**config.mk**
```make
export PLATFORM = sky130hd
export DESIGN_NAME = jetp_ctrl
export DESIGN_NICKNAME = d
export VERILOG_FILES = /design/src/hw/rtl/jetp_pkg.sv /design/src/hw/rtl/jetp_ctrl.sv
export SDC_FILE = /design/constraint.sdc
export NUM_CORES = 1
export LEC_CHECK = 0
export BUFFER_PORTS_ARGS = -buffer_cell sky130_fd_sc_hd__buf_2
export CAP_MARGIN = 20
export CORE_AREA = 2 2 39 41
export DETAILED_ROUTE_END_ITERATION = 10
export DIE_AREA = 0 0 41 43
export GPL_TIMING_DRIVEN = 1
export PLACE_DENSITY_LB_ADDON = 0.12
export SYNTH_ARGS = -nofsm -noshare
export SYNTH_HDL_FRONTEND = slang
export SYNTH_SLANG_ARGS = --single-unit
```
**constraint.sdc**
```tcl
create_clock -name clk -period 2.6 [get_ports clk]
set_clock_uncertainty 0.1 [all_clocks]
set_input_delay 0.78 -clock clk [delete_from_list [all_inputs] [get_ports clk]]
set_output_delay 0.78 -clock clk [all_outputs]
set_load 0.05 [all_outputs]
```
**src/hw/rtl/jetp_pkg.sv**
```systemverilog
package jetp_pkg;

    // Defaults for the top-level parameters.
    localparam int MAX_ITER_DEF   = 128;
    localparam int IMG_WIDTH_DEF  = 1024;
    localparam int IMG_HEIGHT_DEF = 1024;
    localparam int FRAC_BITS_DEF  = 28;

    // Fixed field widths.
    localparam int PIX_W   = 10;
    localparam int COLOR_W = 24;
    localparam int COUNT_W = 8;
    localparam int ZW      = 36;
    localparam int CREG_W  = 32;
    localparam int STEP_W  = 31;
    localparam int CFG_IDX_W = 2;

    localparam int S_TDATA_W = 24;
    localparam int M_TDATA_W = 56;

    // Saturation limits of the signed working values.
    localparam logic signed [ZW-1:0] ZMAX = {1'b0, {(ZW-1){1'b1}}};
    localparam logic signed [ZW-1:0] ZMIN = {1'b1, {(ZW-1){1'b0}}};

    // Reset values of the configuration registers.
    localparam logic signed [CREG_W-1:0] CONST_REAL_RST = 32'sd214748365;
    localparam logic signed [CREG_W-1:0] CONST_IMAG_RST = 32'sd41875931;
    localparam logic [STEP_W-1:0]        PIXEL_STEP_RST = 31'd1342177;
    localparam logic [COLOR_W-1:0]       INSIDE_COL_RST = 24'h000000;

    typedef enum logic [CFG_IDX_W-1:0] {
        CFG_CONST_REAL   = 2'd0,
        CFG_CONST_IMAG   = 2'd1,
        CFG_PIXEL_STEP   = 2'd2,
        CFG_INSIDE_COLOR = 2'd3
    } jetp_cfg_idx_t;

    typedef struct packed {
        logic signed [CREG_W-1:0] c_re;
        logic signed [CREG_W-1:0] c_im;
        logic [STEP_W-1:0]        step;
        logic [COLOR_W-1:0]       in_color;
    } jetp_cfg_t;

    // Commands from the controller to the datapath.
    typedef struct packed {
        logic capture;
        logic init;
        logic mul;
        logic step;
        logic settle;
        logic finish;
    } jetp_cmd_t;

    // Status from the datapath to the controller.
    typedef struct packed {
        logic over;
        logic less;
        logic at_limit;
        logic out_free;
    } jetp_sts_t;

    // Escape-count palette.
    function automatic logic [COLOR_W-1:0] palette(input logic [15:0] n);
        logic [COLOR_W-1:0] col;
        if (n > 16'd100)      col = 24'hE0FFFF;
        else if (n > 16'd90)  col = 24'hAFEEEE;
        else if (n > 16'd70)  col = 24'hADD8E6;
        else if (n > 16'd50)  col = 24'h87CEEB;
        else if (n > 16'd30)  col = 24'h87CEFA;
        else if (n > 16'd10)  col = 24'h00BFFF;
        else if (n > 16'd5)   col = 24'h0000FF;
        else if (n > 16'd3)   col = 24'h0000CD;
        else if (n > 16'd1)   col = 24'h191970;
        else                  col = 24'h000000;
        return col;
    endfunction

endpackage

```
**src/hw/rtl/jetp_ctrl.sv**
```systemverilog
module jetp_ctrl
    import jetp_pkg::*;
(
    input  logic      clk,
    input  logic      rst_n,
    input  logic      s_tvalid,
    output logic      s_tready,
    input  jetp_sts_t sts,
    output jetp_cmd_t cmd
);

    typedef enum logic [4:0] {
        ST_IDLE = 5'b00001,
        ST_INIT = 5'b00010,
        ST_MUL  = 5'b00100,
        ST_EVAL = 5'b01000,
        ST_DONE = 5'b10000
    } state_t;

    state_t state_reg;
    state_t state_next;

    always_comb
    begin
        state_next = state_reg;
        cmd        = '0;
        s_tready   = 1'b0;
        unique case (state_reg)
            ST_IDLE:
            begin
                s_tready = 1'b1;
                if (s_tvalid)
                begin
                    cmd.capture = 1'b1;
                    state_next  = ST_INIT;
                end
            end
            ST_INIT:
            begin
                cmd.init   = 1'b1;
                state_next = ST_MUL;
            end
            ST_MUL:
            begin
                cmd.mul    = 1'b1;
                state_next = ST_EVAL;
            end
            ST_EVAL:
            begin
                // Keep iterating while inside the circle and below the limit.
                if (!sts.over && sts.less && !sts.at_limit)
                begin
                    cmd.step   = 1'b1;
                    state_next = ST_MUL;
                end
                else
                begin
                    cmd.settle = 1'b1;
                    state_next = ST_DONE;
                end
            end
            ST_DONE:
            begin
                if (sts.out_free)
                begin
                    cmd.finish = 1'b1;
                    state_next = ST_IDLE;
                end
            end
            default:
            begin
                state_next = ST_IDLE;
            end
        endcase
    end

    always_ff @(posedge clk or negedge rst_n)
    begin
        if (!rst_n)
            state_reg <= ST_IDLE;
        else
            state_reg <= state_next;
    end

endmodule

```
Word level (Yosys, flattened, before mapping):

Index checks and enable logic that the tools add are counted.

* input port bits: 7
* output and inout bits: 7
* register bits: 5
* logic and storage cells: 27

* eq/ne operators: 7
* muxes and demuxes: 14
* reductions and logical operators: 5

Operators with widths (number)
* one-hot mux 5 bit (5 select lines): 1
* 2-to-1 mux 5 bit: 3
* 2-to-1 mux 1 bit: 9
* equality test 5 x 1 -> 1 bit (second input constant): 1
* equality test 5 x 2 -> 1 bit (second input constant): 1
* equality test 5 x 3 -> 1 bit (second input constant): 1
* equality test 5 x 4 -> 1 bit (second input constant): 1
* equality test 5 bit (second input constant): 1
* inequality test 2 bit (second input constant): 2
* logical AND 1 bit: 2
* zero test 1 bit: 2
* 2-to-1 mux 2 bit: 1
* AND reduction 2 bit: 1

Depth between registers and ports, before layout:

* word-level depth: 5
* gate-level depth with buffers: 3
* depth with buffers taken out: 3

Least setup slack after synthesis:

No wires, ideal clock.

* path kind: in2out
* from: in sts[3] in the netlist's numbering
* to: out cmd[2] in the netlist's numbering
* data arrival time: 2684 ps
* path buffers: 0
* data required time: 1720 ps
* cell stages on the path: 2
* slack: -964 ps
* cells stage by stage: or3b_4 > nor4_1

RTL lines
* start: declaration: RTL line jetp_ctrl.sv:8 `input jetp_sts_t sts,`
* end: declaration: RTL line jetp_ctrl.sv:9 `output jetp_cmd_t cmd`

==> impl_metrics.yaml <==
global_routing:
  grtUsageMet1_pct: 16.1
  grt_pass1_vias: 321
  grt_overflow_total: 0
  met3_usage_pct: 3.66
  track_usage_pct: 11.6
  grt_pass1_wl_um: 1350
  busiest_layer: "met1"
  grt_max_degree: 10
  antenna_found_initial: 0
  met2_usage_pct: 14.7
clock_tree:
  cts_num_sinks: 5
  clock_path_buffers: 2
  clock-root-buffer: "clkbuf_4"
  path_clk_slew_ps: 40
  cts_hold_buf: 0
  numCtsBuffers: 3
  cts_tree: "yes"
  htree_num_levels: 1
  clk_latency_ps: 240
layout:
  final_common_cell: "buf_2"
  area_delta_synth_final_pct: 49.8
  fill_cells: 156
  layout-drive-gt1-share_pct: 43.1
  multi_input_area_um2: 211
  layout_common_cells: "buf_2 (12), and4_1 (6), dfrtp_1 (4), inv_1 (3), clkbuf_4 (3)"
  antenna_cells: 0
  nets: 59
  ff_latch_area_um2: 126
  largest_reg_flops: 5
  fin_util_pct: 34.3
power:
  p_seq_share_pct: 33.4
  p_comb_share_pct: 46.4
  p_int_w: 0.000222
  p_switching_w: 0.000220
  p_per_area_nw_per_um2: 933
  clkPwrFrac_pct: 20.2
  p_sw_share_pct: 49.8
  vdd_ir_drop_max_uv: 493
  leakagePower_nw: 0.217
route:
  wl_per_cell_um: 12.0
  vias: 341
  wl_um: 804
  avgViaCountPerCell: 5.09
  drt_iter0_markers: 4
  dr.pass1.iters: 4
  ant_nets: 0
  drc: 0
timing:
  fmax_mhz: 396
  rsz0062_at_grt: "no"
  hold_viol: 0
  period_share_pct: 97.0
  whs_ps: 238
  fin_crit_ps: 2520
  maxSlewViolCount: 0
  setup_viol: 0
  tightest_slew_ps: 279
  slew_headroom_pct: 81.2
die:
  start_util_pct: 22.9
  io_pins: 14
  num_rows: 14
  die_h_um: 43
  coreArea_um2: 1380
  die-area_um2: 1760
  die_w_um: 41
yosys:
  ys_types: 19
  yosys.area.top_type_share_pct: 31.6
  postSynthCellCount: 34
  syn_nets: 41
  synth_largest_area_cell: "dfrtp_1"
  syn_area_um2: 317
  yosys_warnings: 0
  ys_ff_latch: 5
  syn_area_per_cell_um2: 9.31
  synth_area_leaders: "dfrtp_1 (32%), and4_1 (17%), dfstp_2 (8.3%), nor4_1 (5.9%), nand2b_1 (4.0%)"
  yosysSeqAreaShare_pct: 39.9
placement:
  hpwl_um: 626
  port-buffer-count: 13
  gp_congestion: 0.794
critical_path:
  cp-end-kind: "output port"
  required_ps: 1720
  cp_max_fo: 3
  critPathLaunchType: "input pin"
  crit_arrival_ps: 1640
  crit_type: "in -> out"
hold_path:
  hp-class: "in -> async"
flow_run:
  cap_violations: 0
status:
  status: "completed"
## stage by stage
step	total power (W)	TNS, ps	instance area (µm²)	setup slack [ps]	instances
after floorplan	0.000303	-86.1	353	-86.1	34
after global placement	0.000354	-52.4	442	-52.4	63
after detailed placement	0.000353	-69.9	442	-69.9	63
after CTS	0.000447	0	474	69.9	67
after global routing	0.000479	0	474	53.1	67
final	0.000442	0	474	77.3	67
## per-layer routing
metal	routed length, µm	part of all wire [%]
met1	350	44
met2	357	44
met3	78	9.7
met4	18	2.2
met5	0	0
## critical path: stages
cell	delay, ps
buf_2	100
or3b_4	410
nor4b_4	140
buf_2	210
## repair_timing
item / 4_1_cts / 5_1_grt
resized for setup: 2 / 0
setup buffers: 0 / 0
endpoints found under the setup margin: 1 / 0
hold endpoints to repair: 0 / 0
## power groups by stage
stage               Sequential [W]  Clock (W)  Combinational [W]
floorplan                 0.000117          0           0.000186
global placement          0.000149          0           0.000205
detailed placement        0.000148          0           0.000205
CTS                       0.000148  0.0000927           0.000207
global route              0.000153   0.000104           0.000221
finish                    0.000148  0.0000893           0.000205
## cell families after synthesis
family	synth area share (%)
and+or+nand+nor	43.9
DFF	39.9
AOI/OAI and AO/OA	11.5
buffers and inverters	4.74
## synthesized netlist by cell type (all sizes together)
cell,number
dfrtp,4
nor3b,1
dfstp,1
nor4b,1
nor3,2
nor2,2
or3b,1
a311oi,1
and4,6
o21a,1
and3,1
clkbuf,1
inv,3
o21ai,1
a31oi,1
nand2,1
a221oi,1
nor4,3
nand2b,2
## final cells by class
cell class                      instances  area share [%]
Tap cell                               16            4.22
Timing Repair Buffer                   14            16.6
Clock buffer                            4            5.54
Inverter                                3            2.37
Multi-Input combinational cell         25            44.6
Sequential cell                         5            26.6
## worst paths after layout
check                                         start  cells past startpoint                  endpoint  slack (ps)
min in group clk           state_reg[1]$_DFFE_PN0P_                      1  state_reg[4]$_DFFE_PN0P_         450
hold / removal                                rst_n                      1  state_reg[4]$_DFFE_PN0P_         240
hold reg to reg            state_reg[1]$_DFFE_PN0P_                      1  state_reg[4]$_DFFE_PN0P_         450
setup reg to reg           state_reg[1]$_DFFE_PN0P_                      3  state_reg[0]$_DFFE_PN1P_        1190
setup / recovery                             sts[3]                      4                    cmd[1]          80
max in group asynchronous                     rst_n                      1  state_reg[0]$_DFFE_PN1P_        1950
Power figures use the tool's default switching activity.
